===== config.mk =====
export PLATFORM = sky130hd
export DESIGN_NAME = tcw_sequencer
export DESIGN_NICKNAME = d
export VERILOG_FILES = /design/src/rtl/tcw_pkg.sv /design/src/rtl/tcw_sequencer.sv
export SDC_FILE = /design/constraint.sdc
export NUM_CORES = 1
export LEC_CHECK = 0
export ABC_AREA = 1
export BUFFER_PORTS_ARGS = -buffer_cell sky130_fd_sc_hd__buf_4
export CORE_MARGIN = 3
export CORE_UTILIZATION = 35
export DETAILED_ROUTE_END_ITERATION = 8
export SLEW_MARGIN = 20
export SYNTH_ARGS = -nofsm -noshare
export SYNTH_HDL_FRONTEND = slang
export SYNTH_SLANG_ARGS = --single-unit
export TNS_END_PERCENT = 1

===== constraint.sdc =====
create_clock -name clk_i -period 7.3 [get_ports clk_i]
set_input_delay 1.46 -clock clk_i [delete_from_list [all_inputs] [get_ports clk_i]]
set_output_delay 1.46 -clock clk_i [all_outputs]
set_load 0.01 [all_outputs]

===== src/rtl/tcw_pkg.sv =====
// ----------------------------------------------------------------------------
// Text console character writer: shared definitions
// Sizes, character and operation codes, sequencer states, the cell memory
// request and the result record, and the cell address function.
// ----------------------------------------------------------------------------
package tcw_pkg;

  // Screen geometry.
  localparam int NUM_SCREENS    = 8;
  localparam int SCREEN_COLUMNS = 80;
  localparam int MAX_ROWS       = 50;
  localparam int CELLS          = NUM_SCREENS * MAX_ROWS * SCREEN_COLUMNS;

  // Field widths.
  localparam int OP_W   = 2;
  localparam int CONS_W = 3;
  localparam int CHAR_W = 8;
  localparam int ROW_W  = 6;
  localparam int COL_W  = 7;

  // Memory address width, and pointer width that can also hold CELLS itself.
  localparam int CELL_AW = $clog2(CELLS);
  localparam int PTR_W   = $clog2(CELLS + 1);
  localparam int SCR_W   = (NUM_SCREENS > 1) ? $clog2(NUM_SCREENS) : 1;

  localparam logic [ROW_W-1:0] ROWS_RESET = ROW_W'(25);
  localparam logic [ROW_W-1:0] ROWS_MAX   = ROW_W'(MAX_ROWS);
  localparam logic [ROW_W-1:0] ROW_ONE    = ROW_W'(1);
  localparam logic [COL_W-1:0] COLS       = COL_W'(SCREEN_COLUMNS);
  localparam logic [COL_W-1:0] COL_LAST   = COL_W'(SCREEN_COLUMNS - 1);
  localparam logic [PTR_W-1:0] PTR_COLS   = PTR_W'(SCREEN_COLUMNS);
  localparam logic [PTR_W-1:0] PTR_LAST   = PTR_W'(CELLS - 1);

  // Operation codes.
  localparam logic [OP_W-1:0] OP_PUT  = 2'd0;
  localparam logic [OP_W-1:0] OP_SET  = 2'd1;
  localparam logic [OP_W-1:0] OP_READ = 2'd2;

  // Character codes acted on.
  localparam logic [CHAR_W-1:0] CH_NUL   = 8'h00;
  localparam logic [CHAR_W-1:0] CH_BEL   = 8'h07;
  localparam logic [CHAR_W-1:0] CH_BS    = 8'h08;
  localparam logic [CHAR_W-1:0] CH_HT    = 8'h09;
  localparam logic [CHAR_W-1:0] CH_LF    = 8'h0A;
  localparam logic [CHAR_W-1:0] CH_FF    = 8'h0C;
  localparam logic [CHAR_W-1:0] CH_CR    = 8'h0D;
  localparam logic [CHAR_W-1:0] CH_SPACE = 8'h20;

  typedef enum logic [2:0] {
    ST_CLEAR,
    ST_IDLE,
    ST_RDWAIT,
    ST_COPY,
    ST_FILL,
    ST_RESULT
  } state_e;

  typedef struct packed {
    logic               we;
    logic [CELL_AW-1:0] waddr;
    logic [CHAR_W-1:0]  wdata;
    logic               re;
    logic [CELL_AW-1:0] raddr;
  } mem_req_t;

  typedef struct packed {
    logic              valid;
    logic [CHAR_W-1:0] cell_val;
    logic [ROW_W-1:0]  crow;
    logic [COL_W-1:0]  ccol;
    logic              ev;
    logic [CHAR_W-1:0] ec;
  } result_t;

  // Linear cell address: screens, then rows, then columns.
  function automatic logic [PTR_W-1:0] cell_addr(input logic [SCR_W-1:0] s,
                                                 input logic [ROW_W-1:0] r,
                                                 input logic [COL_W-1:0] c);
    int a;
    a = int'(s) * MAX_ROWS * SCREEN_COLUMNS + int'(r) * SCREEN_COLUMNS + int'(c);
    return PTR_W'(a);
  endfunction

endpackage


===== src/rtl/tcw_sequencer.sv =====
// ----------------------------------------------------------------------------
// Text console sequencer
// Holds the cursors, decodes each item and drives the cell memory through
// single reads and writes, row copies for scrolling and blank fills.
// ----------------------------------------------------------------------------
module tcw_sequencer (
  input  logic                        clk_i,
  input  logic                        rst_ni,
  input  logic                        in_valid_i,
  output logic                        in_stall_o,
  input  logic [tcw_pkg::OP_W-1:0]    op_i,
  input  logic [tcw_pkg::CONS_W-1:0]  console_i,
  input  logic [tcw_pkg::CHAR_W-1:0]  code_i,
  input  logic [tcw_pkg::ROW_W-1:0]   row_i,
  input  logic [tcw_pkg::COL_W-1:0]   col_i,
  input  logic [tcw_pkg::ROW_W-1:0]   rows_i,
  output tcw_pkg::mem_req_t           mem_req_o,
  input  logic [tcw_pkg::CHAR_W-1:0]  rdata_i,
  output tcw_pkg::result_t            res_o,
  input  logic                        res_ready_i
);
  import tcw_pkg::*;

  state_e            state_q, state_d;
  logic [ROW_W-1:0]  cur_row_q [NUM_SCREENS];
  logic [ROW_W-1:0]  cur_row_d [NUM_SCREENS];
  logic [COL_W-1:0]  cur_col_q [NUM_SCREENS];
  logic [COL_W-1:0]  cur_col_d [NUM_SCREENS];
  logic [PTR_W-1:0]  ptr_q, ptr_d, end_q, end_d, fbase_q, fbase_d, rda_q, rda_d;
  logic              rdv_q, rdv_d;
  logic [SCR_W-1:0]  cons_q, cons_d;
  logic              ok_q, ok_d, hit_q, hit_d, ev_q, ev_d;
  logic [CHAR_W-1:0] ec_q, ec_d, cell_q, cell_d;

  logic              accept, scr_ok, rd_hit, copy_rd;
  logic [SCR_W-1:0]  s;
  logic [ROW_W-1:0]  rows_m1, f;
  logic [COL_W-1:0]  c;
  logic [PTR_W-1:0]  a_top, a_row1, a_last, a_end, a_read, a_back;

  // Decode of a put.
  logic              p_we, p_ev, p_down;
  logic [PTR_W-1:0]  p_waddr, p_ptr, p_end;
  logic [CHAR_W-1:0] p_wdata, p_ec;
  logic [ROW_W-1:0]  p_row;
  logic [COL_W-1:0]  p_col;
  state_e            p_next;

  assign accept  = (state_q == ST_IDLE) && in_valid_i;
  assign s       = console_i[SCR_W-1:0];
  assign scr_ok  = int'(console_i) < NUM_SCREENS;
  assign rows_m1 = rows_i - ROW_ONE;
  assign f       = (cur_row_q[s] >= rows_i) ? rows_m1 : cur_row_q[s];
  assign c       = cur_col_q[s];
  assign a_top   = cell_addr(s, '0, '0);
  assign a_row1  = cell_addr(s, ROW_ONE, '0);
  assign a_last  = cell_addr(s, rows_m1, '0);
  assign a_end   = cell_addr(s, rows_i, '0);
  assign a_read  = cell_addr(s, row_i, col_i);
  assign a_back  = rda_q - PTR_COLS;
  assign rd_hit  = (row_i < ROWS_MAX) && (col_i < COLS);
  assign copy_rd = (ptr_q != end_q);

  always_comb begin
    p_we    = 1'b0;
    p_waddr = cell_addr(s, f, c);
    p_wdata = CH_SPACE;
    p_ev    = 1'b0;
    p_ec    = CH_NUL;
    p_row   = f;
    p_col   = c;
    p_down  = 1'b0;
    p_next  = ST_RESULT;
    p_ptr   = a_top;
    p_end   = a_end;
    unique case (code_i)
      CH_FF: begin
        p_row  = '0;
        p_col  = '0;
        p_next = ST_FILL;
      end
      CH_CR: begin
        p_col = '0;
      end
      CH_LF: begin
        p_down = 1'b1;
      end
      CH_BS: begin
        if (c != '0) begin
          p_col   = c - 1'b1;
          p_we    = 1'b1;
          p_waddr = cell_addr(s, f, c - 1'b1);
        end else begin
          p_ev = 1'b1;
          p_ec = CH_BEL;
        end
      end
      CH_HT: begin
        p_ev = 1'b1;
        p_ec = CH_SPACE;
      end
      CH_BEL: begin
        p_ev = 1'b1;
        p_ec = CH_BEL;
      end
      default: begin
        p_we    = 1'b1;
        p_wdata = code_i;
        if (c >= COL_LAST) begin
          p_waddr = cell_addr(s, f, COL_LAST);
          p_col   = '0;
          p_down  = 1'b1;
        end else begin
          p_col = c + 1'b1;
        end
      end
    endcase
    if (p_down) begin
      if (f == rows_m1) begin
        // Scroll: copy rows up unless the screen has a single row, then blank
        // the last row.
        if (rows_i == ROW_ONE) begin
          p_next = ST_FILL;
          p_ptr  = a_last;
          p_end  = a_last + PTR_COLS;
        end else begin
          p_next = ST_COPY;
          p_ptr  = a_row1;
          p_end  = a_end;
        end
      end else begin
        p_row = f + 1'b1;
      end
    end
  end

  // Next state.
  always_comb begin
    state_d = state_q;
    unique case (state_q)
      ST_CLEAR: begin
        if (ptr_q == PTR_LAST) state_d = ST_IDLE;
      end
      ST_IDLE: begin
        if (in_valid_i) begin
          if (!scr_ok) begin
            state_d = ST_RESULT;
          end else begin
            priority case (op_i)
              OP_PUT:  state_d = p_next;
              OP_READ: state_d = ST_RDWAIT;
              default: state_d = ST_RESULT;
            endcase
          end
        end
      end
      ST_RDWAIT: state_d = ST_RESULT;
      ST_COPY: begin
        if (!copy_rd) state_d = ST_FILL;
      end
      ST_FILL: begin
        if (ptr_q + 1'b1 == end_q) state_d = ST_RESULT;
      end
      ST_RESULT: begin
        if (res_ready_i) state_d = ST_IDLE;
      end
      default: state_d = ST_IDLE;
    endcase
  end

  // Datapath and memory requests.
  always_comb begin
    cur_row_d = cur_row_q;
    cur_col_d = cur_col_q;
    ptr_d     = ptr_q;
    end_d     = end_q;
    fbase_d   = fbase_q;
    rda_d     = rda_q;
    rdv_d     = 1'b0;
    cons_d    = cons_q;
    ok_d      = ok_q;
    hit_d     = hit_q;
    ev_d      = ev_q;
    ec_d      = ec_q;
    cell_d    = cell_q;
    mem_req_o = '0;
    unique case (state_q)
      ST_CLEAR: begin
        mem_req_o.we    = 1'b1;
        mem_req_o.waddr = ptr_q[CELL_AW-1:0];
        mem_req_o.wdata = CH_SPACE;
        ptr_d           = ptr_q + 1'b1;
      end
      ST_IDLE: begin
        if (accept) begin
          cons_d = s;
          ok_d   = scr_ok;
          hit_d  = 1'b0;
          ev_d   = 1'b0;
          ec_d   = CH_NUL;
          cell_d = CH_NUL;
          if (scr_ok) begin
            priority case (op_i)
              OP_PUT: begin
                cur_row_d[s]    = p_row;
                cur_col_d[s]    = p_col;
                mem_req_o.we    = p_we;
                mem_req_o.waddr = p_waddr[CELL_AW-1:0];
                mem_req_o.wdata = p_wdata;
                ev_d            = p_ev;
                ec_d            = p_ec;
                ptr_d           = p_ptr;
                end_d           = p_end;
                fbase_d         = a_last;
              end
              OP_SET: begin
                if ((row_i < rows_i) && (col_i < COLS)) begin
                  cur_row_d[s] = row_i;
                  cur_col_d[s] = col_i;
                end
              end
              OP_READ: begin
                hit_d           = rd_hit;
                mem_req_o.re    = rd_hit;
                mem_req_o.raddr = a_read[CELL_AW-1:0];
              end
              default: begin
              end
            endcase
          end
        end
      end
      ST_RDWAIT: begin
        cell_d = hit_q ? rdata_i : CH_NUL;
      end
      ST_COPY: begin
        // Reads run one cell ahead of the writes, which land one row up on the screen.
        mem_req_o.re    = copy_rd;
        mem_req_o.raddr = ptr_q[CELL_AW-1:0];
        rdv_d           = copy_rd;
        rda_d           = ptr_q;
        mem_req_o.we    = rdv_q;
        mem_req_o.waddr = a_back[CELL_AW-1:0];
        mem_req_o.wdata = rdata_i;
        if (copy_rd) begin
          ptr_d = ptr_q + 1'b1;
        end else begin
          ptr_d = fbase_q;
          end_d = fbase_q + PTR_COLS;
        end
      end
      ST_FILL: begin
        mem_req_o.we    = 1'b1;
        mem_req_o.waddr = ptr_q[CELL_AW-1:0];
        mem_req_o.wdata = CH_SPACE;
        ptr_d           = ptr_q + 1'b1;
      end
      ST_RESULT: begin
      end
      default: begin
      end
    endcase
  end

  assign in_stall_o     = (state_q != ST_IDLE);
  assign res_o.valid    = (state_q == ST_RESULT);
  assign res_o.cell_val = cell_q;
  assign res_o.crow     = ok_q ? cur_row_q[cons_q] : '0;
  assign res_o.ccol     = ok_q ? cur_col_q[cons_q] : '0;
  assign res_o.ev       = ev_q;
  assign res_o.ec       = ec_q;

  always_ff @(posedge clk_i or negedge rst_ni) begin
    if (!rst_ni) begin
      state_q   <= ST_CLEAR;
      ptr_q     <= '0;
      rdv_q     <= 1'b0;
      cur_row_q <= '{default: '0};
      cur_col_q <= '{default: '0};
    end else begin
      state_q   <= state_d;
      ptr_q     <= ptr_d;
      rdv_q     <= rdv_d;
      cur_row_q <= cur_row_d;
      cur_col_q <= cur_col_d;
    end
  end

  always_ff @(posedge clk_i) begin
    end_q   <= end_d;
    fbase_q <= fbase_d;
    rda_q   <= rda_d;
    cons_q  <= cons_d;
    ok_q    <= ok_d;
    hit_q   <= hit_d;
    ev_q    <= ev_d;
    ec_q    <= ec_d;
    cell_q  <= cell_d;
  end

endmodule


==> Yosys cells after proc, flatten, opt, wreduce, memory -nomap -nowiden <==
Cells that the tools add are included.
{ "word_totals": {"ff_bits": 189, "input_bits": 44} }
{ "op_classes": {"n_addsub": 17, "multipliers": 6, "magnitude_cmp": 8, "n_eq_ne": 27, "mux": 77, "bitwise": 2, "reduce_logical": 25} }
{ "op_table": {"columns": ["op", "count"], "rows": [
  ["$mux 15", 14],
  ["$bwmux 56", 2],
  ["$pmux 56 s2", 1],
  ["$bwmux 48", 2],
  ["$pmux 48 s2", 1],
  ["$pmux 24 s3", 1],
  ["$pmux 15 s2", 2],
  ["$mux 56", 1],
  ["$mux 6", 9],
  ["$mux 7", 7],
  ["$mux 48", 1],
  ["$add 15x7->15 const B", 3],
  ["$add 15x8->15", 3],
  ["$pmux 15 s3", 1],
  ["$bmux 7 s3", 2],
  ["$eq 8x4->1 const B", 5],
  ["$mux 40", 1],
  ["$bmux 6 s3", 2],
  ["$mul 6x3->9 const B", 4],
  ["$pmux 16 s2", 1],
  ["$add 15x13->15", 2],
  ["$add 15x14->15", 2],
  ["$mux 3", 9],
  ["$mux 24", 1],
  ["56 further kinds", 85]
]} }

==> Depth between registers and ports, before layout <==
{ "depth": {"ltp_word": 14, "mapped_depth": 45, "mapped_depth_nobuf": 43} }

==> Worst setup path before layout <==
Ideal clock, no wire load.
{ "synth_timing": {"kind": "input to output", "startpoint": "input console_i[1] (netlist name)", "endpoint": "output mem_req_o[37] (netlist name)", "arrival_time_ns": 6.316, "slack_ns": -0.476, "stages": 41, "cell_sequence": "inv_2 > buf_4 > buf_2 > nand3_1 > nand2_1 > nand2_1 > nand2_1 > inv_1 > ha_1 > inv_1 > nand2_1 > nand2_1 > nand2_1 > a21oi_2 > buf_2 > nand2_1 > o21ai_1 > ha_1 > [... 5 more ...] > inv_1 > nand2_1 > nand2_1 > ha_1 > nand2_1 > inv_1 > nand2_1 > nand3_1 > or2_2 > nand2_1 > inv_1 > nand3_1 > nor2_1 > nor2_1 > nand2_1 > nand3_1 > nand3_1 > nand2_1"} }
{ "synth_lines": {"columns": ["item", "line", "text"], "rows": [
  ["start, declared", "tcw_sequencer.sv:12", "input logic [tcw_pkg::CONS_W-1:0] console_i,"],
  ["end, declared", "tcw_sequencer.sv:17", "output tcw_pkg::mem_req_t mem_req_o,"]
]} }

==> out/metrics.yaml <==
crit_path_end_kind: "output port"
wl_met1_mm: 27.3
syn-mean-instance-area_um2: 6.45
fin_nets: 3001
max_freq_ghz: 0.132
antenna_found_initial: 0
rsz0062_at_grt: "yes"
slowest_stage: "fa_2"
hold_path.class: "reg -> reg"
ys_ff_latch: 175
async_flop_share_pct: 70.3
drive_gt1_share_pct: 16.7
path_buf_inv: 8
grt_pass1_vias: 17200
p_leak_nw: 10.5
clk_pin_slew_ns: 0.07
die_height_um: 226
fin_cells: 3456
finalSetupViolations: 6
critical_path_class: "in -> out"
synth_edf_count: 52
routed_wirelength_mm: 62.6
synth.top_cell.area_share_pct: 19.8
failed_checks: "setup timing"
drv_slew: 0
die_area_um2: 51300
finalHoldViolations: 0
crit_start: "console_i[1]"
hold_path.startpoint: "cur_row_q[20]"
pre_cts_ws_ns: -0.599
ys_top_cells_by_count: "nand2_1, nor2_1, inv_1"
ys_types: 60
required_ns: 5.84
die_x_um: 226
cts.sinks: 175
cpMostUsedCell: "nand2_1"
place_congestion: 0.953
drc: 0
topRoutingLayerUsed: "met4"
wl_met3_mm: 3.76
r2r-start: "cur_row_q[47]"
skew_ns: 0.0156
drtPass1Iterations: 6
synth_area_leaders: "nand2_1, dfrtp_1, edfxtp_1"
max_slew_margin_pct: 32.0
hpwl_mm: 47.5
post-route-cell-area_um2: 20600
worst_slack_ns: -0.259
io_pins: 116
syn_area_um2: 17000
cts_buffers: 17
yosysSeqAreaShare_pct: 27.3
vias_per_cell: 5.23
status: "finished with violations"
syn2layout_area_growth_pct: 20.9
cp_top_family: "simple AND/OR/NAND/NOR gates"
diodes: 0
cp-start-kind: "primary input"
vias: 18100
synthFlopType: "dfrtp_1"
cp.arrival_ns: 6.10
core.rowCount: 80
vdd_drop_max_uv: 204
synth_warnings: 0
io_buffers: 111
post_drt_wl_per_cell_um: 18.1
grt_pass1_wl_mm: 97.6
syn_inst: 2635
wl_met2_mm: 29.5
grt_max_degree: 79
synth_area_leader_cell: "nand2_1"
cts-root-buf: "clkbuf_16"
start_util_pct: 35.5
dr.first_iter.drc_count: 1773
overflow: 0
clock_path_buffers: 2
insertion_delay_ns: 0.48
postPlaceCellArea_um2: 19300
layout_worst_path_cycle_share_pct: 104
placed_cells: 3404
finalCriticalPeriod_ns: 7.56
p_per_area_nw_per_um2: 360
ant_nets: 0
htreeDepth: 4
grt_usage_pct: 24.4
crit_path_max_incr_delay_ns: 0.36
coreArea_um2: 47800
tritoncts: "built"
drv_cap: 0
crit_fanout: 8
synth_most_common_cell: "nand2_1"
tightestPinTransition_ns: 1.02
[power by group]
part	total (mW)	internal, mW	switching, mW
Combinational	4.86	1.95	2.91
Sequential	1.62	1.33	0.281
Clock	0.935	0.482	0.454
Total	7.41	3.77	3.64
[metrics by stage]
stage / utilization [%] / hold slack [ns] / total power [mW] / TNS [ns]
6_report: 43.0 / 0.482 / 7.41 / -1.11
5_1_grt: 43.0 / 0.498 / 8.05 / -3.57
4_1_cts: 42.3 / 0.485 / 7.22 / -0.724
3_5_place_dp: 40.3 / 0.465 / 6.03 / -3.22
3_3_place_gp: 40.3 / 0.464 / 5.98 / -2.44
2_1_floorplan: - / 0.423 / 4.38 / -0.285
[area by class of cell]
cell class / instances / area, um2
Fill cell: 5052 / 27300
Tap cell: 615 / 769
Clock buffer: 17 / 425
Inverter: 292 / 1130
Sequential cell: 175 / 4640
Clock inverter: 15 / 149
Timing Repair inverter: 1 / 8.76
Multi-Input combinational cell: 2075 / 11300
Timing Repair Buffer: 266 / 2150
[cells in the final DEF (no fill, tap or decap), drive strengths merged, types with 2 or more instances in the layout]
master	instances
o311ai	2
clkbuf	18
a22oi	2
xor2	60
a31oi	21
o21ai	157
conb	4
dfrtp	123
o21a	3
o31ai	3
nand3	176
ha	115
edfxtp	52
o211ai	26
fa	14
o22ai	14
or2	16
clkinv	5
a21oi	116
nor3	17
o21bai	2
nand3b	8
inv	299
nor2	319
buf	265
nand2	911
xnor2	25
nor3b	2
a211oi	7
nand4	35
o221ai	2
nor4	7
clkinvlp	3
[state kept, by name, indices dropped and copies added, names as in the netlist]
| name | count |
|---|---|
| ptr_q | 15 |
| ec_q | 2 |
| state_q | 3 |
| ev_q | 1 |
| rdv_q | 1 |
| fbase_q | 11 |
| cell_q | 8 |
| hit_q | 1 |
| cur_col_q | 56 |
| cons_q | 3 |
| rda_q | 15 |
| end_q | 11 |
| cur_row_q | 48 |
[logic make-up (layout without fill, tap and decap cells)]
logic type	after synthesis	in the layout	synth area share [%]
AO/OA/AOI/OAI	363	363	11.9
XOR/XNOR	85	85	4.38
adder cells (fa/ha/maj)	129	129	10.1
buffers and inverters	388	591	9.48
flip-flops	175	175	27.3
other	1	4	0.0220
AND/OR/NAND/NOR	1494	1494	36.8
[tightest hold or removal path: cells and delay by family, from the launching register on]
family / cells / cell delay [ns]
DFF: 1 / 0.34
and+or+nand+nor: 2 / 0.11
[layer usage]
layer  GRT usage (%)  vias up
met3            3.42      125
met5               0        -
met2            41.0      675
met1            32.1     8387
li1                -     8886
met4            8.56        0
[worst paths after layout]
path,endpoint,depth (start not counted),slack [ns]
min in group asynchronous,cur_row_q[25],1,1.03
min reg2reg,cur_row_q[20],2,0.48
max in group asynchronous,cur_col_q[12],2,5.05
min,cur_row_q[20],2,0.48
max,mem_req_o[38],40,-0.26
max reg2reg,end_q[13],25,3.60
[what timing repair did]
item | in CTS | in global routing
gates cloned | 0 | 2
hold buffers | 0 | 0
pin swaps | 33 | 57
buffers inserted | 12 | 6
resized for setup | 71 | 60
endpoints found under the setup margin | 8 | 9
Note: power is estimated with default switching activity, not from simulation.
